$ cat config.mk
export PLATFORM = sky130hd
export DESIGN_NAME = binary_grid_majority_smoother
export DESIGN_NICKNAME = d
export VERILOG_FILES = /design/src/design/bgms_pkg.sv /design/src/design/binary_grid_majority_smoother.sv /design/src/design/bgms_front.sv /design/src/design/bgms_queue.sv /design/src/design/bgms_back.sv
export VERILOG_INCLUDE_DIRS = /design/src /design/src/design
export SDC_FILE = /design/constraint.sdc
export NUM_CORES = 1
export LEC_CHECK = 0
export BUFFER_PORTS_ARGS = -buffer_cell sky130_fd_sc_hd__buf_2
export CAP_MARGIN = 20
export CORE_UTILIZATION = 30
export DETAILED_ROUTE_END_ITERATION = 12
export HOLD_SLACK_MARGIN = 0.15
export SYNTH_ARGS = -nofsm -noshare
export SYNTH_HDL_FRONTEND = slang
export SYNTH_SLANG_ARGS = --single-unit
$ cat constraint.sdc
create_clock -name clk -period 6.1 [get_ports clk]
set_clock_uncertainty 0.15 [all_clocks]
set_input_delay 0.915 -clock clk [delete_from_list [all_inputs] [get_ports clk]]
set_output_delay 0.915 -clock clk [all_outputs]
set_load 0.02 [all_outputs]
$ cat src/design/binary_grid_majority_smoother_defines.svh
// Assertion macros shared by the smoother modules.
`ifndef BINARY_GRID_MAJORITY_SMOOTHER_DEFINES_SVH
`define BINARY_GRID_MAJORITY_SMOOTHER_DEFINES_SVH

`ifndef ASSERT_OFF
`define BGMS_ASSERT_ALWAYS(lbl, ck, rn, expr) \
  lbl: assert property (@(posedge ck) disable iff (!rn) (expr)) \
    else $error("assertion failed");
`define BGMS_ASSERT_IMPLY(lbl, ck, rn, ante, cons) \
  lbl: assert property (@(posedge ck) disable iff (!rn) (ante) |-> (cons)) \
    else $error("assertion failed");
`else
`define BGMS_ASSERT_ALWAYS(lbl, ck, rn, expr)
`define BGMS_ASSERT_IMPLY(lbl, ck, rn, ante, cons)
`endif

`endif

$ cat src/design/bgms_pkg.sv
`timescale 1ns / 1ps
package bgms_pkg;

  localparam int W_REG_W    = 6;
  localparam int H_REG_W    = 11;
  localparam int T_REG_W    = 4;
  localparam int CFG_DATA_W = 11;
  localparam int CFG_IDX_W  = 2;
  localparam int ROW_W      = 10;
  localparam int OUT_COL_W  = 5;
  localparam int CNT_W      = 4;
  localparam int Q_DEPTH    = 4;
  localparam int Q_PTR_W    = 2;
  localparam int Q_CNT_W    = 3;

  localparam logic [CFG_IDX_W-1:0] REG_GRID_WIDTH     = 2'd0;
  localparam logic [CFG_IDX_W-1:0] REG_GRID_HEIGHT    = 2'd1;
  localparam logic [CFG_IDX_W-1:0] REG_FILL_THRESHOLD = 2'd2;

  localparam logic [W_REG_W-1:0] WIDTH_RESET     = 6'd25;
  localparam logic [H_REG_W-1:0] HEIGHT_RESET    = 11'd25;
  localparam logic [T_REG_W-1:0] THRESHOLD_RESET = 4'd5;
  localparam logic [H_REG_W-1:0] MAX_HEIGHT      = 11'd1024;

  // Emit kinds, in the order their results leave the block.
  localparam int EMIT_UP_MID   = 0;
  localparam int EMIT_UP_END   = 1;
  localparam int EMIT_LAST_MID = 2;
  localparam int EMIT_LAST_END = 3;
  localparam int EMIT_N        = 4;

  localparam logic [1:0] SLOT_0 = 2'd0;
  localparam logic [1:0] SLOT_1 = 2'd1;
  localparam logic [1:0] SLOT_2 = 2'd2;

  // Window rows: 0 is two rows up, 2 is the current row. Column 2 is the newest.
  typedef logic [2:0][2:0] win_t;

  typedef struct packed {
    win_t                  win;
    logic [ROW_W-1:0]      row;
    logic [OUT_COL_W-1:0]  col;
    logic [EMIT_N-1:0]     emit;
  } entry_t;

endpackage

$ cat src/design/binary_grid_majority_smoother.sv
`timescale 1ns / 1ps
// Binary 3x3 majority smoother. Cells of a grid enter in raster order, one bit
// per word on the in_ channel, and each smoothed cell leaves as one word on the
// out_ channel with its row, column, a last-of-run flag and an end-of-grid flag.
// A cell is set when the set cells of its 3x3 window reach fill_threshold.
// The configuration port writes grid_width, grid_height and fill_threshold by
// index. A write to one of them restarts the grid at cell (0,0); any write
// must be made while idle. A cell's result comes out once its lower neighbors
// are in: nothing during the first row or at a row's first cell, one result
// per input otherwise and two in the last row, two at a row end, and four for
// the final cell. A result passes through the four-entry queue between front
// and back and then the output register before it is presented. The back end
// writes one result per cycle into the output register while the receiver
// keeps up; the queue absorbs inputs while extra results drain.
// Reset sets the registers to 25, 25 and 5 and starts at cell (0,0). While the
// receiver stalls the output holds, the queue fills and in_ready falls.
module binary_grid_majority_smoother #(
  parameter int MAX_WIDTH = 32
) (
  input  logic                                 clk,
  input  logic                                 rst_n,
  input  logic                                 cfg_we,
  input  logic [bgms_pkg::CFG_IDX_W-1:0]       cfg_index,
  input  logic [bgms_pkg::CFG_DATA_W-1:0]      cfg_data,
  input  logic                                 in_valid,
  output logic                                 in_ready,
  input  logic                                 in_cell_in,
  output logic                                 out_valid,
  input  logic                                 out_ready,
  output logic                                 out_cell_out,
  output logic [bgms_pkg::ROW_W-1:0]           out_row,
  output logic [bgms_pkg::OUT_COL_W-1:0]       out_col,
  output logic                                 out_last_of_run,
  output logic                                 out_end_of_grid
);
  import bgms_pkg::*;

  logic [W_REG_W-1:0] grid_width_r;
  logic [H_REG_W-1:0] grid_height_r;
  logic [T_REG_W-1:0] fill_threshold_r;
  logic [W_REG_W-1:0] w_eff;
  logic [H_REG_W-1:0] h_eff;
  logic               restart;
  logic               q_full, q_empty, push, pop;
  entry_t             push_entry, head;

  always_comb begin
    unique case (cfg_index)
      REG_GRID_WIDTH, REG_GRID_HEIGHT, REG_FILL_THRESHOLD: restart = cfg_we;
      default: restart = 1'b0;
    endcase
  end

  always_ff @(posedge clk) begin
    if (!rst_n) begin
      grid_width_r     <= WIDTH_RESET;
      grid_height_r    <= HEIGHT_RESET;
      fill_threshold_r <= THRESHOLD_RESET;
    end else if (cfg_we) begin
      unique case (cfg_index)
        REG_GRID_WIDTH:     grid_width_r     <= cfg_data[W_REG_W-1:0];
        REG_GRID_HEIGHT:    grid_height_r    <= cfg_data[H_REG_W-1:0];
        REG_FILL_THRESHOLD: fill_threshold_r <= cfg_data[T_REG_W-1:0];
        default: ;
      endcase
    end
  end

  assign w_eff = (grid_width_r == '0) ? W_REG_W'(1) :
                 (grid_width_r > W_REG_W'(MAX_WIDTH)) ? W_REG_W'(MAX_WIDTH) : grid_width_r;
  assign h_eff = (grid_height_r == '0) ? H_REG_W'(1) :
                 (grid_height_r > MAX_HEIGHT) ? MAX_HEIGHT : grid_height_r;

  bgms_front #(
    .MAX_WIDTH (MAX_WIDTH)
  ) u_front (
    .clk        (clk),
    .rst_n      (rst_n),
    .restart    (restart),
    .w_eff      (w_eff),
    .h_eff      (h_eff),
    .in_valid   (in_valid),
    .in_ready   (in_ready),
    .in_cell_in (in_cell_in),
    .q_full     (q_full),
    .push       (push),
    .push_entry (push_entry)
  );

  bgms_queue u_queue (
    .clk        (clk),
    .rst_n      (rst_n),
    .push       (push),
    .push_entry (push_entry),
    .full       (q_full),
    .empty      (q_empty),
    .pop        (pop),
    .head       (head)
  );

  bgms_back u_back (
    .clk             (clk),
    .rst_n           (rst_n),
    .threshold       (fill_threshold_r),
    .q_empty         (q_empty),
    .head            (head),
    .pop             (pop),
    .out_valid       (out_valid),
    .out_ready       (out_ready),
    .out_cell_out    (out_cell_out),
    .out_row         (out_row),
    .out_col         (out_col),
    .out_last_of_run (out_last_of_run),
    .out_end_of_grid (out_end_of_grid)
  );

endmodule

$ cat src/design/bgms_front.sv
`timescale 1ns / 1ps
`include "binary_grid_majority_smoother_defines.svh"
module bgms_front #(
  parameter int MAX_WIDTH = 32
) (
  input  logic                           clk,
  input  logic                           rst_n,
  input  logic                           restart,
  input  logic [bgms_pkg::W_REG_W-1:0]   w_eff,
  input  logic [bgms_pkg::H_REG_W-1:0]   h_eff,
  input  logic                           in_valid,
  output logic                           in_ready,
  input  logic                           in_cell_in,
  input  logic                           q_full,
  output logic                           push,
  output bgms_pkg::entry_t               push_entry
);
  import bgms_pkg::*;

  localparam int COL_W = $clog2(MAX_WIDTH);

  logic [2:0]       col_mem_r [MAX_WIDTH];
  logic [COL_W-1:0] col_count_r, col_count_nxt;
  logic [ROW_W-1:0] row_count_r, row_count_nxt;
  logic [1:0]       slot_r, slot_nxt;
  logic [2:0]       strip1_r, strip2_r;

  logic [2:0] col_word;
  logic [2:0] cur_col, prev1, prev2;
  logic [1:0] slot_m1, slot_m2;
  logic       r_ge1, r_ge2, c_ge1, c_ge2, c_last, r_last;

  assign in_ready = !q_full;
  assign push     = in_valid && in_ready;
  assign col_word = col_mem_r[col_count_r];

  always_comb begin
    unique case (slot_r)
      SLOT_0: begin
        slot_m1 = SLOT_2;
        slot_m2 = SLOT_1;
      end
      SLOT_1: begin
        slot_m1 = SLOT_0;
        slot_m2 = SLOT_2;
      end
      default: begin
        slot_m1 = SLOT_1;
        slot_m2 = SLOT_0;
      end
    endcase
  end

  assign r_ge1  = row_count_r != '0;
  assign r_ge2  = row_count_r > ROW_W'(1);
  assign c_ge1  = col_count_r != '0;
  assign c_ge2  = col_count_r > COL_W'(1);
  assign c_last = W_REG_W'(col_count_r) == (w_eff - W_REG_W'(1));
  assign r_last = H_REG_W'(row_count_r) == (h_eff - H_REG_W'(1));

  assign cur_col = {in_cell_in, r_ge1 && col_word[slot_m1], r_ge2 && col_word[slot_m2]};
  assign prev1   = c_ge1 ? strip1_r : 3'b000;
  assign prev2   = c_ge2 ? strip2_r : 3'b000;

  always_comb begin
    push_entry     = '0;
    for (int rr = 0; rr < 3; rr++) begin
      push_entry.win[rr][0] = prev2[rr];
      push_entry.win[rr][1] = prev1[rr];
      push_entry.win[rr][2] = cur_col[rr];
    end
    push_entry.row = row_count_r;
    push_entry.col = OUT_COL_W'(col_count_r);
    push_entry.emit[EMIT_UP_MID]   = r_ge1 && c_ge1;
    push_entry.emit[EMIT_UP_END]   = r_ge1 && c_last;
    push_entry.emit[EMIT_LAST_MID] = r_last && c_ge1;
    push_entry.emit[EMIT_LAST_END] = r_last && c_last;
  end

  always_comb begin
    col_count_nxt = col_count_r;
    row_count_nxt = row_count_r;
    slot_nxt      = slot_r;
    if (restart) begin
      col_count_nxt = '0;
      row_count_nxt = '0;
      slot_nxt      = SLOT_0;
    end else if (push) begin
      if (c_last) begin
        col_count_nxt = '0;
        if (r_last) begin
          row_count_nxt = '0;
          slot_nxt      = SLOT_0;
        end else begin
          row_count_nxt = row_count_r + ROW_W'(1);
          slot_nxt      = (slot_r == SLOT_2) ? SLOT_0 : slot_r + 2'd1;
        end
      end else begin
        col_count_nxt = col_count_r + COL_W'(1);
      end
    end
  end

  always_ff @(posedge clk) begin
    if (!rst_n) begin
      col_count_r <= '0;
      row_count_r <= '0;
      slot_r      <= SLOT_0;
    end else begin
      col_count_r <= col_count_nxt;
      row_count_r <= row_count_nxt;
      slot_r      <= slot_nxt;
    end
  end

  always_ff @(posedge clk) begin
    if (push) begin
      col_mem_r[col_count_r][slot_r] <= in_cell_in;
      strip1_r <= cur_col;
      strip2_r <= strip1_r;
    end
  end

  `BGMS_ASSERT_ALWAYS(a_col_in_range, clk, rst_n, W_REG_W'(col_count_r) < w_eff)
  `BGMS_ASSERT_ALWAYS(a_row_in_range, clk, rst_n, H_REG_W'(row_count_r) < h_eff)

endmodule

$ cat src/design/bgms_queue.sv
`timescale 1ns / 1ps
`include "binary_grid_majority_smoother_defines.svh"
module bgms_queue (
  input  logic              clk,
  input  logic              rst_n,
  input  logic              push,
  input  bgms_pkg::entry_t  push_entry,
  output logic              full,
  output logic              empty,
  input  logic              pop,
  output bgms_pkg::entry_t  head
);
  import bgms_pkg::*;

  entry_t             slots_r [Q_DEPTH];
  logic [Q_PTR_W-1:0] wr_ptr_r, rd_ptr_r;
  logic [Q_CNT_W-1:0] count_r, count_nxt;

  assign full  = count_r == Q_CNT_W'(Q_DEPTH);
  assign empty = count_r == '0;
  assign head  = slots_r[rd_ptr_r];

  always_comb begin
    count_nxt = count_r;
    if (push && !pop) begin
      count_nxt = count_r + Q_CNT_W'(1);
    end else if (pop && !push) begin
      count_nxt = count_r - Q_CNT_W'(1);
    end
  end

  always_ff @(posedge clk) begin
    if (!rst_n) begin
      wr_ptr_r <= '0;
      rd_ptr_r <= '0;
      count_r  <= '0;
    end else begin
      count_r <= count_nxt;
      if (push) begin
        wr_ptr_r <= wr_ptr_r + Q_PTR_W'(1);
      end
      if (pop) begin
        rd_ptr_r <= rd_ptr_r + Q_PTR_W'(1);
      end
    end
  end

  always_ff @(posedge clk) begin
    if (push) begin
      slots_r[wr_ptr_r] <= push_entry;
    end
  end

  `BGMS_ASSERT_IMPLY(a_no_overflow, clk, rst_n, push, !full)
  `BGMS_ASSERT_IMPLY(a_no_underflow, clk, rst_n, pop, !empty)

endmodule

$ cat src/design/bgms_back.sv
`timescale 1ns / 1ps
`include "binary_grid_majority_smoother_defines.svh"
module bgms_back (
  input  logic                              clk,
  input  logic                              rst_n,
  input  logic [bgms_pkg::T_REG_W-1:0]      threshold,
  input  logic                              q_empty,
  input  bgms_pkg::entry_t                  head,
  output logic                              pop,
  output logic                              out_valid,
  input  logic                              out_ready,
  output logic                              out_cell_out,
  output logic [bgms_pkg::ROW_W-1:0]        out_row,
  output logic [bgms_pkg::OUT_COL_W-1:0]    out_col,
  output logic                              out_last_of_run,
  output logic                              out_end_of_grid
);
  import bgms_pkg::*;

  function automatic logic [CNT_W-1:0] win_count(win_t win, logic [2:0] use_row,
                                                 logic [2:0] use_col);
    logic [CNT_W-1:0] sum;
    sum = '0;
    for (int rr = 0; rr < 3; rr++) begin
      for (int cc = 0; cc < 3; cc++) begin
        sum = sum + CNT_W'(win[rr][cc] && use_row[rr] && use_col[cc]);
      end
    end
    return sum;
  endfunction

  entry_t              work_r, work_nxt, src;
  logic                work_busy_r;
  logic                out_valid_r;
  logic                cell_r, last_r, end_r;
  logic [ROW_W-1:0]    row_r;
  logic [OUT_COL_W-1:0] col_r;

  logic                src_vld, slot_free, emit;
  logic [EMIT_N-1:0]   sel, remaining;
  logic                is_upper, is_end;
  logic [CNT_W-1:0]    count;

  assign src_vld   = work_busy_r || !q_empty;
  assign src       = work_busy_r ? work_r : head;
  assign slot_free = !out_valid_r || out_ready;

  always_comb begin
    sel = '0;
    priority if (src.emit[EMIT_UP_MID]) begin
      sel[EMIT_UP_MID] = 1'b1;
    end else if (src.emit[EMIT_UP_END]) begin
      sel[EMIT_UP_END] = 1'b1;
    end else if (src.emit[EMIT_LAST_MID]) begin
      sel[EMIT_LAST_MID] = 1'b1;
    end else if (src.emit[EMIT_LAST_END]) begin
      sel[EMIT_LAST_END] = 1'b1;
    end else begin
      sel = '0;
    end
  end

  assign remaining = src.emit & ~sel;
  assign is_upper  = sel[EMIT_UP_MID] || sel[EMIT_UP_END];
  assign is_end    = sel[EMIT_UP_END] || sel[EMIT_LAST_END];
  assign count     = win_count(src.win, {2'b11, is_upper}, {2'b11, !is_end});
  assign emit      = src_vld && (src.emit != '0) && slot_free;
  assign pop       = !work_busy_r && !q_empty && ((head.emit == '0) || slot_free);

  always_comb begin
    work_nxt      = src;
    work_nxt.emit = remaining;
  end

  always_ff @(posedge clk) begin
    if (!rst_n) begin
      work_busy_r <= 1'b0;
      out_valid_r <= 1'b0;
    end else begin
      if (emit) begin
        work_busy_r <= remaining != '0;
      end
      out_valid_r <= emit || (out_valid_r && !out_ready);
    end
  end

  always_ff @(posedge clk) begin
    if (emit) begin
      work_r      <= work_nxt;
      cell_r      <= count >= threshold;
      row_r       <= is_upper ? src.row - ROW_W'(1) : src.row;
      col_r       <= is_end ? src.col : src.col - OUT_COL_W'(1);
      last_r      <= remaining == '0;
      end_r       <= sel[EMIT_LAST_END];
    end
  end

  assign out_valid       = out_valid_r;
  assign out_cell_out    = cell_r;
  assign out_row         = row_r;
  assign out_col         = col_r;
  assign out_last_of_run = last_r;
  assign out_end_of_grid = end_r;

  `BGMS_ASSERT_IMPLY(a_busy_has_work, clk, rst_n, work_busy_r, work_r.emit != '0)

endmodule
After elaboration in Yosys (flattened, before gate mapping)
Memory sizes are Yosys's and may differ from the RTL's. A register that Yosys moved wholly into a read port is not among the register bits.
Index checks and enable logic that the tools add are counted.
{"block": "word_totals", "latch_bits": 0, "ff_bits": 99, "n_memories": 2, "inputBits": 19, "out_inout_bits": 20, "ramBits": 208, "elab_cells": 155, "rom_bits": 0}
{"block": "classes", "n_addsub": 19, "div_mod_pow": 0, "eq_ne": 7, "n_shift": 0, "order_cmp": 9, "n_bitwise": 3, "muxes": 38, "reduce_logical": 53, "multipliers": 0}
{"memory": "u_queue.slots_r", "depth": 4, "word_bits": 28, "read_ports": 1, "rd_ports_with_merged_regs": 1, "write_ports": 1, "line": "bgms_queue.sv:15", "text": "entry_t slots_r [Q_DEPTH];"}
{"memory": "u_front.col_mem_r", "depth": 32, "word_bits": 3, "read_ports": 1, "rd_ports_with_merged_regs": 1, "write_ports": 1, "line": "bgms_front.sv:22", "text": "logic [2:0] col_mem_r [MAX_WIDTH];"}
{"cell": "4-bit by 1-bit adder with 4-bit output", "n": 7}
{"cell": "28-bit 2-to-1 mux", "n": 1}
{"cell": "11-bit 2-to-1 mux", "n": 2}
{"cell": "1-bit logical AND", "n": 21}
{"cell": "10-bit 2-to-1 mux", "n": 2}
{"cell": "5-bit 2-to-1 mux", "n": 4}
{"cell": "3-bit 2-to-1 mux", "n": 6}
{"cell": "6-bit 2-to-1 mux", "n": 2}
{"cell": "10-bit by 11-bit == test with 1-bit output", "n": 1}
{"cell": "11-bit > comparator (second input constant)", "n": 1}
{"cell": "11-bit logical NOT", "n": 1}
{"cell": "1-bit 2-to-1 mux", "n": 11}
{"cell": "11-bit by 1-bit subtractor with 11-bit output (second input constant)", "n": 1}
{"cell": "10-bit by 1-bit adder with 10-bit output (second input constant)", "n": 1}
{"cell": "10-bit by 1-bit > comparator with 1-bit output (second input constant)", "n": 1}
{"cell": "2-bit 2-to-1 mux", "n": 5}
{"cell": "10-bit nonzero test", "n": 1}
{"cell": "10-bit by 1-bit subtractor with 10-bit output (second input constant)", "n": 1}
{"cell": "2-bit by 3-bit < comparator with 1-bit output (second input constant)", "n": 3}
{"cell": "1-bit logical NOT", "n": 8}
{"cell": "4-bit logical NOT", "n": 2}
{"cell": "2-bit case mux with 2 select lines", "n": 2}
{"cell": "2-bit AND reduction", "n": 4}
{"cell": "4-bit nonzero test", "n": 2}
{"cell": "28 further kinds", "n": 39}

Depth between registers and ports, before layout
{"block": "depth", "word_depth": 17, "depth_mapped": 20}

Modules after synthesis
From an unflattened synthesis, not the netlist that was laid out.
{"block": "unflattened", "cells_unflattened": 1031, "hier_area_um2": 14310.0}
{"mod": "bgms_front", "area_per_inst_um2": 6299.8, "cells_per_inst": 535, "instances": 1}
{"mod": "bgms_queue", "area_per_inst_um2": 4535.6, "cells_per_inst": 189, "instances": 1}
{"mod": "bgms_back", "area_per_inst_um2": 2547.4, "cells_per_inst": 200, "instances": 1}
{"mod": "binary_grid_majority_smoother", "area_per_inst_um2": 927.1, "cells_per_inst": 107, "instances": 1}

Least setup slack after synthesis
OpenSTA, ideal clock, no wires.
{"block": "synth_timing", "path_kind": "reg2reg", "from": "register (tool-made name)", "to": "register u_back.cell_r, in the netlist u_back.out_cell_out, data pin", "n_path_buf": 3, "arrival_ps": 4855, "t_required_ps": 5693, "synth_period_minus_slack_ps": 5262, "setup_time_ps": 257, "stages_incl_launch_ff": 19, "path_slack_ps": 838, "cell_sequence": "dfxtp_1 buf_4 buf_2 buf_2 mux4_2 and3_1 ha_1 inv_1 fa_1 fa_1 inv_1 fa_1 ha_1 fa_1 xnor2_1 ha_1 nor2b_1 o21ai_0 nand2b_1"}
{"element": "end signal, assigned", "line": "bgms_back.sv:90", "text": "cell_r <= count >= threshold;"}
{"element": "end, declared", "line": "bgms_back.sv:35", "text": "logic cell_r, last_r, end_r;"}

==> results.cfg <==
[status]
outcome = finished clean

[sta]
period_needed_ns = 5.37
setup_viol = 0
tightest_slew_ns = 0.920
tns_ns = 0
setup_ws_ns = 0.727
finalMaxSlewViolations = 0
fin_crit_sh_pct = 88.1
final-hold-violation-count = 0
slew_headroom_pct = 38.7
grt_setup_unrepaired = no
fmax_mhz = 186

[critical_path]
crit_arrival_ns = 5.49
crit_type = flop to flop
max_stage_delay_ns = 0.62
crit_required_ns = 6.21
slowest_stage = mux4_2
worstPathMaxFanout = 10
critical_path.startpoint_type = flop
path_common_cell = fa_1
crit_chain = mux4_2 -> or3_1 -> o21ai_2 -> a21oi_1 -> ha_1 -> inv_1 -> fa_1 -> fa_1 -> inv_1 -> fa_1 -> ha_1 -> fa_1 -> xnor2_1 -> ha_1 -> nor2b_1 -> o21ai_0 -> nand2b_1
setup.worst_path.end_class = flop

[synth]
yosys_warnings = 0
synth_edf_count = 258
ys_ff_latch = 312
synthFlopType = edfxtp_1
syn_area_per_cell_um2 = 13.4
synth_cell_types = 56
synthCells = 1044
synthArstFlopShare_pct = 0
syn-num-nets = 1095
ys_seq_area_share_pct = 63.1
synth_area_um2 = 14000

[final_layout]
most-common-layout-cells = edfxtp_1, nor2_1, nand2_1
layout_commonest_cell = edfxtp_1
drive_above_1_share_pct = 16.5
layout.nets = 1126
fin_cells = 1703
final_core_utilization_pct = 35.0
syn_to_final_growth_pct = 14.4

[route]
drt_wl_total_um = 28700
drt_iter0_drc = 550
vias = 8143
avgRoutedWirePerCell_um = 16.9
vias_per_cell = 4.78
drc = 0
final_antenna_net_count = 0
drt-pass1-iter-count = 5

[die]
die-area_um2 = 47500
fp.dieW_um = 218
pin_count = 39
fp-row-count = 78
core_area_um2 = 45700
chipHeight_um = 218
start_util_pct = 30.6

[power_and_ir_drop]
power_density_nw_per_um2 = 416
power_leakage_nw = 5.47
vdd.ir_drop.worst_v = 0.000466

[clocking]
numCtsBuffers = 35
h-tree-depth = 2
cts_tree = yes
cts_hold_buf = 0
cts-resized-gates = 0
cts_buffer_depth = 3
clkLatencyLatePin_ns = 0.52
clk_pin_slew_ns = 0.06
cts.sinks = 312
cts_setup_buffers = 0
root_buffer = clkbuf_16

[grt]
grt_max_degree = 102
grt_pass1_vias = 8034
grtUsageTotal_pct = 12.2
grt_antenna_before_repair = 2
grt_pass1_wl_um = 45300
globalRoute.totalOverflow = 0

[run]
maxCapViolCount = 0

[place]
dpl.cell_count = 1637
dp_slack_ns = 0.661
port_buffers = 38
gp_congestion = 0.828
hpwl_um = 19100

[worst_hold_path]
hold_class = flop to flop
logic make-up (layout without fill, tap and decap cells):
family	Yosys count	count (layout)	synth area share (%)
XOR/XNOR	46	46	2.88
AND/OR/NAND/NOR	390	390	12.8
adder cells (fa/ha/maj)	32	32	3.19
buffers and inverters	102	160	2.93
flip-flops	312	312	63.1
other	0	1	0
multiplexers	84	84	11.2
AO/OA/AOI/OAI	78	78	3.83
worst paths after layout:
path	startpoint	cells after the start	endpoint	slack [ns]
max	flop	17	u_back.out_cell_out	0.73
min	u_front.strip1_r[0]	0	u_front.strip2_r[0]	0.29
max reg2reg	flop	17	u_back.out_cell_out	0.73
min reg2reg	u_front.strip1_r[0]	0	u_front.strip2_r[0]	0.29
synth_stat cells (3+ instances only):
cell	count	area [um2]
nand4_1	6	37.5
inv_1	42	158
nor3_1	33	165
edfxtp_1	258	7750
o21ai_0	15	75.1
a211oi_1	5	37.5
mux2_2	3	33.8
xor2_1	13	114
and3_1	8	50.1
a2111oi_0	4	35.0
a21boi_0	12	90.1
o31a_1	3	26.3
buf_1	5	18.8
clkbuf_1	47	176
fa_1	6	120
and2_1	18	113
a31o_2	3	26.3
o21bai_1	3	22.5
buf_2	3	15.0
dfxtp_1	54	1080
nor2b_1	21	131
mux2i_1	23	230
xnor2_1	33	289
a21oi_1	14	70.1
ha_1	26	325
nand3_1	27	135
or2_2	3	18.8
nor2_1	122	458
or3_1	7	43.8
nor4_1	13	81.3
nand2_1	118	443
nand2b_1	4	25.0
mux4_2	58	1310
a31oi_1	4	25.0
through the flow:
| stage | power (mW) | cell area (um2) | hold slack (ns) |
|---|---|---|---|
| floorplan | 4.16 | 14000 | 0.267 |
| global placement | 4.57 | 14800 | 0.273 |
| detailed placement | 4.64 | 14800 | 0.280 |
| CTS | 6.75 | 16000 | 0.292 |
| global route | 7.05 | 16000 | 0.302 |
| finish | 6.66 | 16000 | 0.292 |
per-layer routing:
| metal | global-route usage (%) | share of wire [%] |
|---|---|---|
| met1 | 16.4 | 46 |
| met2 | 20.2 | 47 |
| met3 | 2.20 | 4.5 |
| met4 | 3.29 | 1.7 |
| met5 | 0 | 0.045 |
where the power goes:
part / switching (mW) / internal (mW) / leakage, nW / total (mW)
Clock: 0.821 / 1.26 / 0.574 / 2.09
Combinational: 1.04 / 0.718 / 1.98 / 1.75
Sequential: 0.113 / 2.71 / 2.91 / 2.82
Total: 1.97 / 4.69 / 5.47 / 6.66
sequential cells by signal (all words and copies together) (netlist names), named ones only:
name / flops
u_queue.slots_r: 112
u_front.col_mem_r: 96
u_back.work_r: 26
grid_height_r: 11
u_back.out_row: 10
u_front.row_count_r: 10
grid_width_r: 6
u_back.out_col: 5
u_front.col_count_r: 5
fill_threshold_r: 4
u_front.strip1_r: 3
u_front.strip2_r: 3
u_queue.count_r: 3
u_front.slot_r: 2
u_queue.rd_ptr_r: 2
u_queue.wr_ptr_r: 2
u_back.out_cell_out: 1
u_back.out_end_of_grid: 1
u_back.out_last_of_run: 1
u_back.out_valid: 1
u_back.work_busy_r: 1
worst max-delay path, delay by kind of cell, from the launching register on:
| family | cells | cell delay [ns] |
|---|---|---|
| muxes | 1 | 0.62 |
| adders and majority gates | 7 | 2.57 |
| xor gates and xnor gates | 1 | 0.19 |
| DFF | 1 | 0.53 |
| AOI/OAI and AO/OA | 3 | 0.40 |
| buffers and inverters | 2 | 0.10 |
| and+or+nand+nor | 3 | 0.58 |
layout make-up:
cell class | instances | area, um2
Timing Repair Buffer | 53 | 323
Antenna cell | 1 | 2.50
Multi-Input combinational cell | 630 | 4750
Sequential cell | 312 | 8830
Inverter | 43 | 161
Clock inverter | 10 | 92.6
Tap cell | 600 | 751
Clock buffer | 54 | 1080
Fill cell | 4424 | 29700
No activity file was read; power rests on OpenSTA's default activity.
